===== src/pfa_pkg.sv =====
package pfa_pkg;

    localparam int STACK_DEPTH_DEF = 2048;
    localparam int PAGE_SHIFT_DEF  = 12;

    localparam int ACT_W       = 2;
    localparam int AMT_W       = 40;
    localparam int ADDR_W      = 64;
    localparam int FREE_W      = 41;
    localparam int ALLOC_W     = 40;
    localparam int TOTAL_W     = 41;
    localparam int LIM_W       = 53;
    localparam int CUR_W       = 54;
    localparam int CFG_DW      = 64;
    localparam int CFG_AW      = 5;
    localparam int IN_TDATA_W  = 104;
    localparam int OUT_TDATA_W = 192;

    typedef logic [ACT_W-1:0] t_action;
    localparam t_action ACT_ALLOC_PAGES = 2'd0;
    localparam t_action ACT_RELEASE     = 2'd1;
    localparam t_action ACT_ALLOC_BYTES = 2'd2;

    typedef logic [1:0] t_reg_idx;
    localparam t_reg_idx REG_ENABLE       = 2'd0;
    localparam t_reg_idx REG_REGION_BASE  = 2'd1;
    localparam t_reg_idx REG_REGION_LIMIT = 2'd2;
    localparam t_reg_idx REG_MAP_OFFSET   = 2'd3;

    typedef enum logic [4:0] {
        ST_IDLE,
        ST_DECODE,
        ST_POP,
        ST_POP_CHK,
        ST_ALIGN,
        ST_ROOM,
        ST_BUMP,
        ST_REL_SUB,
        ST_REL_FRAME,
        ST_REL_CLAMP,
        ST_WALK,
        ST_SRCH_RD,
        ST_SRCH_CMP,
        ST_PUSH,
        ST_TAIL_RD,
        ST_TAIL_CMP,
        ST_TAIL_SUB,
        ST_FIN_CALC,
        ST_FIN_OUT
    } t_state;

    typedef enum logic [4:0] {
        OP_NONE,
        OP_CAPTURE,
        OP_DECODE,
        OP_POP_RD,
        OP_POP_CHK,
        OP_ALIGN,
        OP_ROOM,
        OP_BUMP,
        OP_REL_SUB,
        OP_REL_FRAME,
        OP_REL_CLAMP,
        OP_WALK,
        OP_SRCH_RD,
        OP_SRCH_CMP,
        OP_PUSH,
        OP_TAIL_RD,
        OP_TAIL_CMP,
        OP_TAIL_SUB,
        OP_FIN_CALC,
        OP_LOAD
    } t_op;

    typedef struct packed {
        logic dec_fail;
        logic is_pop;
        logic is_rel;
        logic cnt_zero;
        logic pop_hit;
        logic bump_fail;
        logic rel_bad;
        logic more;
        logic room;
        logic match;
        logic last;
        logic out_free;
    } t_stat;

endpackage


===== src/pfa_ctrl.sv =====
module pfa_ctrl import pfa_pkg::*; (
    input  logic  i_clk,
    input  logic  i_rst_n,
    input  logic  i_s_tvalid,
    output logic  o_s_tready,
    input  t_stat i_stat,
    output t_op   o_op
);

    t_state r_state;
    t_state n_state;

    always_ff @(posedge i_clk) begin
        if (!i_rst_n) begin
            r_state <= ST_IDLE;
        end else begin
            r_state <= n_state;
        end
    end

    always_comb begin
        n_state = r_state;
        case (r_state)
            ST_IDLE:      if (i_s_tvalid) n_state = ST_DECODE;
            ST_DECODE: begin
                if (i_stat.dec_fail)     n_state = ST_FIN_CALC;
                else if (i_stat.is_pop)  n_state = ST_POP;
                else if (i_stat.is_rel)  n_state = ST_REL_SUB;
                else                     n_state = ST_ALIGN;
            end
            ST_POP:       n_state = i_stat.cnt_zero ? ST_ALIGN : ST_POP_CHK;
            ST_POP_CHK:   n_state = i_stat.pop_hit ? ST_FIN_CALC : ST_POP;
            ST_ALIGN:     n_state = ST_ROOM;
            ST_ROOM:      n_state = ST_BUMP;
            ST_BUMP:      n_state = ST_FIN_CALC;
            ST_REL_SUB:   n_state = ST_REL_FRAME;
            ST_REL_FRAME: n_state = i_stat.rel_bad ? ST_FIN_CALC : ST_REL_CLAMP;
            ST_REL_CLAMP: n_state = ST_WALK;
            ST_WALK: begin
                if (!i_stat.more)         n_state = ST_FIN_CALC;
                else if (!i_stat.room)    n_state = ST_TAIL_RD;
                else if (i_stat.cnt_zero) n_state = ST_PUSH;
                else                      n_state = ST_SRCH_RD;
            end
            ST_SRCH_RD:   n_state = ST_SRCH_CMP;
            ST_SRCH_CMP: begin
                if (i_stat.match)        n_state = ST_WALK;
                else if (i_stat.last)    n_state = ST_PUSH;
                else                     n_state = ST_SRCH_RD;
            end
            ST_PUSH:      n_state = ST_WALK;
            ST_TAIL_RD:   n_state = ST_TAIL_CMP;
            ST_TAIL_CMP:  n_state = i_stat.last ? ST_TAIL_SUB : ST_TAIL_RD;
            ST_TAIL_SUB:  n_state = ST_FIN_CALC;
            ST_FIN_CALC:  n_state = ST_FIN_OUT;
            ST_FIN_OUT:   if (i_stat.out_free) n_state = ST_IDLE;
            default:      n_state = ST_IDLE;
        endcase
    end

    always_comb begin
        o_op       = OP_NONE;
        o_s_tready = 1'b0;
        case (r_state)
            ST_IDLE: begin
                o_s_tready = 1'b1;
                if (i_s_tvalid) o_op = OP_CAPTURE;
            end
            ST_DECODE:    o_op = OP_DECODE;
            ST_POP:       o_op = i_stat.cnt_zero ? OP_NONE : OP_POP_RD;
            ST_POP_CHK:   o_op = OP_POP_CHK;
            ST_ALIGN:     o_op = OP_ALIGN;
            ST_ROOM:      o_op = OP_ROOM;
            ST_BUMP:      o_op = OP_BUMP;
            ST_REL_SUB:   o_op = OP_REL_SUB;
            ST_REL_FRAME: o_op = i_stat.rel_bad ? OP_NONE : OP_REL_FRAME;
            ST_REL_CLAMP: o_op = OP_REL_CLAMP;
            ST_WALK:      o_op = OP_WALK;
            ST_SRCH_RD:   o_op = OP_SRCH_RD;
            ST_SRCH_CMP:  o_op = OP_SRCH_CMP;
            ST_PUSH:      o_op = OP_PUSH;
            ST_TAIL_RD:   o_op = OP_TAIL_RD;
            ST_TAIL_CMP:  o_op = OP_TAIL_CMP;
            ST_TAIL_SUB:  o_op = OP_TAIL_SUB;
            ST_FIN_CALC:  o_op = OP_FIN_CALC;
            ST_FIN_OUT:   o_op = i_stat.out_free ? OP_LOAD : OP_NONE;
            default:      o_op = OP_NONE;
        endcase
    end

endmodule


===== config.mk =====
export PLATFORM = sky130hd
export DESIGN_NAME = pfa_ctrl
export DESIGN_NICKNAME = d
export VERILOG_FILES = /design/src/pfa_pkg.sv /design/src/pfa_ctrl.sv
export SDC_FILE = /design/constraint.sdc
export NUM_CORES = 1
export LEC_CHECK = 0
export BUFFER_PORTS_ARGS = -buffer_cell sky130_fd_sc_hd__buf_2
export CORE_AREA = 2 2 58 60
export DETAILED_ROUTE_END_ITERATION = 7
export DIE_AREA = 0 0 60 62
export GPL_TIMING_DRIVEN = 0
export PLACE_DENSITY = 0.45
export SETUP_SLACK_MARGIN = 0.2
export SLEW_MARGIN = 20
export SYNTH_ARGS = -nofsm -noshare
export SYNTH_HDL_FRONTEND = slang
export SYNTH_SLANG_ARGS = --single-unit

===== constraint.sdc =====
create_clock -name i_clk -period 4 [get_ports i_clk]
set_clock_uncertainty 0.05 [all_clocks]
set_input_delay 0.8 -clock i_clk [delete_from_list [all_inputs] [get_ports i_clk]]
set_output_delay 0.8 -clock i_clk [all_outputs]
set_load 0.02 [all_outputs]

# ---- Word-level counts from Yosys, hierarchy flattened
# Index checks and enable logic that the tools add are counted.
dict set report op_classes {
  div_mod_pow 0
  reduce_logical 4
  n_shift 0
  n_lt_le_gt_ge 0
  eq_ne 20
  bitwise 0
  n_mul 0
  n_mux 21
  addsub 0
}
# cell n
set op_table {}
lappend op_table {{one-hot mux 5 bit (19 select lines)} 1}
lappend op_table {{one-hot mux 5 bit (17 select lines)} 1}
lappend op_table {{== test 5 x 4 -> 1 bit, second input constant} 8}
lappend op_table {{2-to-1 mux 5 bit} 8}
lappend op_table {{== test 5 x 3 -> 1 bit, second input constant} 4}
lappend op_table {{2-to-1 mux 3 bit} 6}
lappend op_table {{== test 5 bit, second input constant} 3}
lappend op_table {{== test 5 x 2 -> 1 bit, second input constant} 2}
lappend op_table {{== test 5 x 1 -> 1 bit, second input constant} 1}
lappend op_table {{zero test 5 bit} 1}
lappend op_table {{2-to-1 mux 2 bit} 2}
lappend op_table {{2-to-1 mux 4 bit} 1}
lappend op_table {{inequality test 2 bit, second input constant} 2}
lappend op_table {{OR reduction 2 bit} 2}
lappend op_table {{2-to-1 mux 1 bit} 2}
lappend op_table {{AND reduction 2 bit} 1}
dict set report word_totals {
  latchBits 0
  romBits 0
  in_bits 15
  ff_bits 5
  ramBits 0
  mem_count 0
  wordCells 46
  output_inout_bits 6
}

# ---- Depth between registers and ports, before layout
# Gate-level depths: netlist (run 1).
dict set report logic_depth {
  ltp_word 4
  mapped_depth 6
  ltp_nobuf 4
}

# ---- Least setup slack after synthesis (run 1)
# No wires, ideal clock.
dict set report synth_path {
  kind {register -> output}
  from {register r_state[2]}
  to {output o_op[1]}
  path_buffers 2
  required_time_ns 3.150
  path_slack_ns 1.538
  path_stages_with_launch 7
  arrival_ns 1.612
  cell_sequence {dfxtp_1 buf_2 buf_1 nor2_1 nand3_1 a21oi_1 a221oi_1}
}
dict set report synth_via {
  elab_chain_cells 2
  word_cells_on_any_way 20
  classes_between {eq/ne (18); mux (1); reduce/logical (1)}
}
# element line_no
set synth_lines {}
lappend synth_lines {{start, declared} pfa_ctrl.sv:10} ;# t_state r_state;
lappend synth_lines {{start signal, assigned} pfa_ctrl.sv:17} ;# r_state <= n_state;
lappend synth_lines {{== test 5 bit (tied with other cells)} pfa_ctrl.sv:64} ;# case (r_state)
lappend synth_lines {{one-hot mux 5 bit (19 select lines) *} pfa_ctrl.sv:64}
lappend synth_lines {{end, declared} pfa_ctrl.sv:7} ;# output t_op o_op
# Mark *: on every way between the ends. The rest lies on a longest branch, timed or not.

# ---- Final worst setup path (run 1)
# Ends and elaborated chain as after synthesis.

==> results.toml, run 1 <==
[logic_synthesis]
synthArstFlopShare = 0
ys.warnings.count = 0
ys_types = 44
syn_inst = 112
synth_most_common_cell = "nand2_1"
synthesis.nets = 127
yosys.area.top_type = "dfxtp_1"
ys_seq_area_frac = 0.136
syn_area_per_cell_um2 = 6.59
netlist_top_cells_area = "dfxtp_1 (14%), nand2_1 (5.6%), a21oi_1 (5.4%)"
ys.flop_type = "dfxtp_1"
synth.top_cell.area_share = 0.136
synth_edf_count = 0
synth_common_cells = "nand2_1 (11), a21oi_1 (8), nor2_1 (8), a31oi_1 (6)"
ys_seq_elements = 5
syn_area_um2 = 738

[final_layout]
multi_input_area_um2 = 577
largest_reg_flops = 5
layout-drive-gt1-share = 0.215
final_nets = 151
area_growth_pct = 24.2
stdcell_count = 181
nFillCells = 366
antenna_cells = 0
reg_top3 = "r_state: 5 flops"
regArea_um2 = 100
regMostFlops = "r_state"

[min_path]
holdPathStages = 2
min_path_type = "reg2reg"
worstHoldStart = "r_state[2]$_SDFFE_PN0P_"
holdPathEnd = "r_state[3]$_SDFFE_PN0P_"

[floorplanning]
die_w_um = 60
die_y_um = 62
io_pins = 21
dieArea_um2 = 3720
fp.coreArea_um2 = 3180
start_util = 0.232
row_count = 21

[power_and_ir_drop]
p_per_area_nw_per_um2 = 649
peakVddDrop_mv = 0.168
leakagePower_uw = 0.000345
power.total_uw = 595

[timing]
finalCriticalPeriod_ns = 2.85
setup-violations-final = 0
holdWs_ns = 0.627
slew-limit-headroom = 0.689
finalCritPeriodShare = 0.712
fin_setup_tns_ns = 0
hold_viol_final = 0
worst_pin_slew_ns = 0.466
rsz0062_at_grt = "false"
fmax_mhz = 351
final_max_slew_viol_count = 0

[setup_path]
crit_required_ns = 3.15
timing.reg2reg.setup_slack_ns = 2.16
timing.rr.end = "r_state[2]$_SDFFE_PN0P_"
crit_type = "reg2out"
crit_fanout = 10
path_common_cell = "buf_2"
max_stage_delay_ns = 0.39
crit_path_start_kind = "register"
cp.arrival_ns = 2.00
timing.rr.start = "r_state[3]$_SDFFE_PN0P_"
cp-end-kind = "primary output"
cp_slowest_cell = "dfxtp_1"
r2r_cells = 5
crit_chain = "buf_2, buf_1, nor2_1, nand3_1, a21oi_1, a221oi_1, buf_2"

[place]
gp_congestion = 0.827
hpwl_mm = 2.00
placedCellCount = 177
portBuffers = 19

[clocking]
clk_latency_ns = 0.24
cts_hold_buf = 0
cts_tree = "done"
h-tree-depth = 1
numCtsBuffers = 3
cts_root_buf = "clkbuf_4"
cts_buffer_depth = 2
path_clk_slew_ns = 0.04
cts.repair.resized = 0
cts_setup_buffers = 0
clock_sinks = 5

[run]
drv_cap = 0

[detailed_routing]
routedWlPerCell_um = 14.5
drc_errors = 0
detail-route-antenna-nets = 0
first_iter_violations = 68
vias = 972
drtPass1Iterations = 4
routed_wl_mm = 2.63
via_per_inst = 5.37

[grt]
gr-total-overflow = 0
antenna_found_initial = 0
track_usage = 0.150
grt_pass1_vias = 869
grt_pass1_wl_mm = 4.08
grt_max_degree = 11

[outcome]
status = "finished, final reports clean"
-- worst max-delay path by stage --
| stage | from | to | slack (ns) | depth (start not counted) |
|---|---|---|---|---|
| global route | r_state[2]$_SDFFE_PN0P_ | o_op[1] | 1.02 | 7 |
| finish | r_state[2]$_SDFFE_PN0P_ | o_op[1] | 1.15 | 7 |
| global placement | r_state[3]$_SDFFE_PN0P_ | o_op[0] | 1.44 | 6 |
| floorplan | r_state[2]$_SDFFE_PN0P_ | o_op[1] | 1.54 | 6 |
| CTS | r_state[2]$_SDFFE_PN0P_ | o_op[1] | 1.16 | 7 |
| detailed placement | r_state[2]$_SDFFE_PN0P_ | o_op[1] | 1.43 | 7 |
-- worst max-delay path, delay by kind of cell, from the launching register on --
family | cells | cell delay (ns)
and+or+nand+nor | 2 | 0.26
AOI/OAI and AO/OA | 2 | 0.29
buffers and inverters | 3 | 0.82
DFF | 1 | 0.39
-- placed cells by master, fill, tap and decap left out, types with 2 or more instances in the layout --
| master | Yosys | layout |
|---|---|---|
| o21ai_0 | 5 | 5 |
| o21ai_1 | 2 | 2 |
| a311oi_1 | 3 | 3 |
| nor2_1 | 8 | 8 |
| nand4_1 | 3 | 3 |
| nor3b_1 | 3 | 3 |
| dfxtp_1 | 5 | 5 |
| buf_2 | 4 | 23 |
| clkbuf_4 | 0 | 3 |
| o22ai_1 | 2 | 2 |
| clkbuf_1 | 3 | 4 |
| nand3_1 | 3 | 3 |
| a211o_1 | 2 | 2 |
| nor4bb_1 | 2 | 2 |
| inv_1 | 4 | 4 |
| a31oi_1 | 6 | 6 |
| nand2_1 | 11 | 11 |
| nor2b_1 | 3 | 3 |
| buf_1 | 2 | 2 |
| a21oi_1 | 8 | 8 |
| nor3_1 | 5 | 5 |
| inv_2 | 2 | 2 |
| a21o_1 | 4 | 4 |
-- power breakdown --
group	switching [uW]	internal [uW]	total, uW
sequential	26.8	67.3	94.1
clock	20.0	37.7	57.7
combinational	282	161	443
total	329	266	595
-- layer usage --
layer  wire length (um)  part of all wire  track usage
met3                 97             0.037       0.0248
met1               1240              0.47        0.192
met4                 14            0.0053       0.0603
met5                  0                 0            0
met2               1280              0.48        0.253
-- layout make-up --
cell class                 instances  area share
buffer                             9      0.0423
tap                               46      0.0628
inverter                           6      0.0246
multi-input combinational         92       0.629
sequential                         5       0.109
clock buffer                       4      0.0286
timing repair buffer              19       0.104
-- logic make-up after synthesis --
group           share of synthesized area
simple gates                        0.356
compound gates                      0.400
buf+inv                            0.0831
flops                               0.136
xor+xnor                           0.0119
mux                                0.0136
-- stage by stage --
step | worst slack, ns | instance area [um2] | util
5_1_grt | 1.02 | 917 | 0.288
4_1_cts | 1.16 | 917 | 0.288
3_3_place_gp | 1.44 | 891 | 0.280
2_1_floorplan | 1.54 | 738 | -
3_5_place_dp | 1.43 | 891 | 0.280
6_report | 1.15 | 917 | 0.288
Power figures use the tool's default switching activity.
==> run 2: changes to the inputs <==
Clock period 4 ns to 2.83 ns, I/O delays scaled along.
==> run 2 against run 1 <==
- sequential power grew 41%
- combinational power is 41% higher
- critical path depth fell by 2
- cell area up 0.27%
- highest routed layer unchanged
- critical path type unchanged
- hold slack got worse by 0.024 ns
- via count rose by 0.31%
- total power grew 41%
- sequential share of layout area about the same
- non-clock buffer count unchanged
- cell count unchanged
- clock-buffer cell count did not move
- sequential cell count did not move
==> results.toml, run 2 (synthesis gave the netlist of run 1 again) <==
[timing]
hold_viol_final = 0
fin_setup_tns_ns = 0
finalCriticalPeriod_ns = 2.54
worst_pin_slew_ns = 0.489
final_max_slew_viol_count = 0
slew-limit-headroom = 0.674
holdWs_ns = 0.603
fmax_mhz = 394
setup-violations-final = 0
finalCritPeriodShare = 0.897
rsz0062_at_grt = "true"

[clocking]
cts_tree = "done"
h-tree-depth = 1
cts_hold_buf = 0
cts_setup_buffers = 0
cts_root_buf = "clkbuf_4"
cts_buffer_depth = 2
cts.repair.resized = 0
path_clk_slew_ns = 0.04
numCtsBuffers = 3
clk_latency_ns = 0.24
clock_sinks = 5

[power_and_ir_drop]
power.total_uw = 839
swShare = 0.550
p_int_uw = 377
power.share.clock = 0.097
leakagePower_uw = 0.000351
pwr-share-seq = 0.158
peakVddDrop_mv = 0.238
p_sw_uw = 462
combinationalPowerShare = 0.745
p_per_area_nw_per_um2 = 912

[setup_path]
crit_path_start_kind = "register"
max_stage_delay_ns = 0.41
timing.rr.start = "r_state[1]$_SDFFE_PN0P_"
crit_chain = "buf_2, buf_1, o21ai_0, a221oi_1, buf_2"
cp.arrival_ns = 1.92
cp_slowest_cell = "dfxtp_1"
crit_type = "reg2out"
crit_family = "buffers and inverters"
cp-end-kind = "primary output"
crit_required_ns = 2.21
crit_buf_inv = 3
timing.reg2reg.setup_slack_ns = 1.06
path_common_cell = "buf_2"
crit_fanout = 10
critPathLaunch = "r_state[0]$_SDFFE_PN0P_"

[final_layout]
layout-drive-gt1-share = 0.230
stdcell_area_um2 = 920
final_cell_mix = "buf_2 (23), nand2_1 (11), nor2_1 (8), a21oi_1 (8), a31oi_1 (6)"
antenna_cells = 0
regMostFlops = "r_state"
area_growth_pct = 24.6
reg_top3 = "r_state: 5 flops"
layout.cells.most_common = "buf_2"
final_nets = 151
stdcell_count = 181
largest_reg_flops = 5

[outcome]
status = "finished, final reports clean"

[floorplanning]
io_pins = 21
start_util = 0.232
fp.coreArea_um2 = 3180
row_count = 21
dieArea_um2 = 3720
die_y_um = 62
die_w_um = 60

[place]
placedCellCount = 177
gp_congestion = 0.827
dpl_cell_area_um2 = 891
hpwl_mm = 2.00
portBuffers = 19

[detailed_routing]
first_iter_violations = 55
detail-route-antenna-nets = 0
drtPass1Iterations = 4
routedWlPerCell_um = 14.2
drc_errors = 0
routed_wl_mm = 2.57
via_per_inst = 5.39
vias = 975

[run]
drv_cap = 0

[min_path]
min_path_type = "in2reg"
worstHoldStart = "i_rst_n"

[grt]
grt_pass1_wl_mm = 4.08
track_usage = 0.150
grt_pass1_vias = 869
antenna_found_initial = 0
grt_max_degree = 11
gr-total-overflow = 0
==> run 2: cell types whose count changed in the layout (fill, tap and decap cells not counted), sizes merged <==
cell,previous run,this run
clkbuf,7,8
buf,25,24
==> run 2: power by group through the flow <==
stage	clock [uW]	sequential, uW	combinational [uW]
after floorplan	0	119	462
after global placement	0	134	615
after detailed placement	0	133	619
after CTS	86.1	132	621
after global routing	89.1	136	685
final	81.5	133	624
==> run 2: cell type report <==
cell class	count	area, um2
plain buffers	9	41.3
clock buffers	4	26.3
fillers	366	2260
inverters	6	22.5
multi-input cells	92	577
flip-flops and latches	5	100
well taps	46	57.6
repair buffers	19	95.1
==> run 2: per-stage QoR <==
| stage | util | setup slack, ns |
|---|---|---|
| 2_1_floorplan | - | 0.602 |
| 3_3_place_gp | 0.280 | 0.506 |
| 3_5_place_dp | 0.280 | 0.498 |
| 4_1_cts | 0.288 | 0.228 |
| 5_1_grt | 0.289 | 0.163 |
| 6_report | 0.289 | 0.291 |
==> run 2: worst register-to-register path: cells and delay by family (launching register included) <==
kind	cells	cell delay, ns
simple gates	1	0.09
flops	1	0.45
compound gates	3	0.53
buf+inv	2	0.54
==> run 2: worst paths after layout <==
check,endpoint,cells past startpoint
setup reg to reg,r_state[1]$_SDFFE_PN0P_,6
hold reg to reg,r_state[3]$_SDFFE_PN0P_,2
hold / removal,r_state[4]$_SDFFE_PN0P_,2
setup / recovery,o_op[1],5
==> run 2: metal layers <==
| layer | GRT usage | up-vias | share of wire |
|---|---|---|---|
| li1 | - | 480 | - |
| met1 | 0.192 | 456 | 0.45 |
| met2 | 0.253 | 37 | 0.49 |
| met3 | 0.0248 | 2 | 0.057 |
| met4 | 0.0603 | 0 | 0.0054 |
| met5 | 0 | - | 0 |
==> run 3: changes to the inputs <==
Settings changed: GPL_TIMING_DRIVEN 0 to not set.
==> run 3 against run 2 <==
- clock-buffer cell count unchanged
- cell count decreased by 3.3%
- non-clock buffer count decreased by 6
==> results.toml, run 3 (synthesis gave the netlist of run 1 again) <==
[timing]
final_max_slew_viol_count = 0
holdWs_ns = 0.603
fmax_mhz = 410
fin_setup_tns_ns = 0
worst_pin_slew_ns = 0.719
slew-limit-headroom = 0.520
hold_viol_final = 0
rsz0062_at_grt = "false"
finalCritPeriodShare = 0.863
setup-violations-final = 0
worst_slack_ns = 0.389
finalCriticalPeriod_ns = 2.44

[grt]
use_met2 = 0.196
use_met3 = 0.0124
antenna_found_initial = 0
gr-total-overflow = 0
grt_max_degree = 24
met1_usage = 0.187
track_usage = 0.127
top_usage_layer = "met2"
grt_pass1_vias = 762
grt_pass1_wl_mm = 3.59

[clocking]
clock_sinks = 5
cts_buffer_depth = 2
clk_latency_ns = 0.24
cts.repair.resized = 0
cts_hold_buf = 0
cts_root_buf = "clkbuf_4"
h-tree-depth = 1
path_clk_slew_ns = 0.05
cts_tree = "done"
numCtsBuffers = 3
cts_setup_buffers = 0

[setup_path]
crit_chain = "nor2_1, nand3_1, a21oi_1, a221oi_1, buf_2"
crit_path_start_kind = "register"
crit_buf_inv = 1
r2r_cells = 4
cp.arrival_ns = 1.83
cp_slowest_cell = "dfxtp_1"
crit_type = "reg2out"
crit_fanout = 23
timing.reg2reg.setup_slack_ns = 0.84
crit_required_ns = 2.21
timing.rr.start = "r_state[0]$_SDFFE_PN0P_"
timing.rr.end = "r_state[2]$_SDFFE_PN0P_"
max_stage_delay_ns = 0.78
crit_family = "flip-flops"
cp-end-kind = "primary output"

[min_path]
holdPathEnd = "r_state[1]$_SDFFE_PN0P_"
worstHoldStart = "i_rst_n"
min_path_type = "in2reg"
holdPathStages = 2

[floorplanning]
die_y_um = 62
start_util = 0.232
fp.coreArea_um2 = 3180
die_w_um = 60
io_pins = 21
dieArea_um2 = 3720
row_count = 21

[power_and_ir_drop]
peakVddDrop_mv = 0.214
leakagePower_uw = 0.000334
power.total_uw = 814
p_per_area_nw_per_um2 = 904

[outcome]
status = "finished, final reports clean"

[final_layout]
area_growth_pct = 22.0
layout.cells.most_common = "buf_2"
reg_top3 = "r_state: 5 flops"
antenna_cells = 0
stdcell_area_um2 = 901
final_cell_mix = "buf_2 (19), nand2_1 (11), nor2_1 (8), a21oi_1 (8), a31oi_1 (6)"
final_nets = 145
layout-drive-gt1-share = 0.217
nFillCells = 356
largest_reg_flops = 5
regMostFlops = "r_state"

[detailed_routing]
detail-route-antenna-nets = 0
drc_errors = 0
drtPass1Iterations = 4
first_iter_violations = 54
vias = 914
routed_wl_mm = 2.32
routedWlPerCell_um = 13.3
via_per_inst = 5.22

[place]
dpl_cell_area_um2 = 875
portBuffers = 19
hpwl_mm = 1.74
gp_congestion = 0.783
pre_cts_slack_ns = 0.666

[run]
drv_cap = 0
==> run 3: cell count changes in the layout (fill, tap and decap cells not counted) <==
cell      previous run  this run
buf_2               23        19
buf_4                0         3
clkbuf_2             2         0
buf_1                1         0
clkbuf_1             3         1
==> run 3: where the power goes <==
part / internal (uW) / leakage [uW] / total, uW / switching, uW
Combinational: 221 / 0.000278 / 537 / 316
Clock: 53.3 / 0.0000150 / 82.5 / 29.2
Sequential: 94.9 / 0.0000409 / 195 / 99.9
==> run 3: worst max path at each step <==
stage          endpoint  slack [ns]  cells after the start               startpoint
3_5_place_dp    o_op[1]        0.67                      5  r_state[2]$_SDFFE_PN0P_
4_1_cts         o_op[1]        0.40                      5  r_state[2]$_SDFFE_PN0P_
6_report        o_op[1]        0.39                      5  r_state[2]$_SDFFE_PN0P_
3_3_place_gp    o_op[1]        0.72                      5  r_state[2]$_SDFFE_PN0P_
2_1_floorplan   o_op[1]        0.60                      6  r_state[2]$_SDFFE_PN0P_
5_1_grt         o_op[0]        0.29                      4  r_state[2]$_SDFFE_PN0P_
==> run 3: per-stage QoR <==
step,std cells,util
6_report,175,0.283
5_1_grt,175,0.283
4_1_cts,175,0.283
3_3_place_gp,171,0.275
2_1_floorplan,112,-
3_5_place_dp,171,0.275
==> run 3: worst register-to-register path: stages (launching register included) <==
cell	delay, ns
dfxtp_1	0.65
or4b_4	0.55
or4_1	0.42
o2111ai_1	0.10
o2bb2ai_1	0.14
==> run 3: final cells by class <==
cell class,count,area [um2],share of cell area
Multi-Input combinational cell,92,577,0.640
Clock buffer,4,26.3,0.0292
Timing Repair Buffer,22,118,0.131
Inverter,6,22.5,0.0250
Sequential cell,5,100,0.111
Tap cell,46,57.6,0.0639
==> run 3: per-layer routing <==
metal | share of wire | up-vias
met1 | 0.51 | 423
met2 | 0.45 | 27
met3 | 0.044 | 0
li1 | - | 464
met5 | 0 | -
met4 | 0 | 0
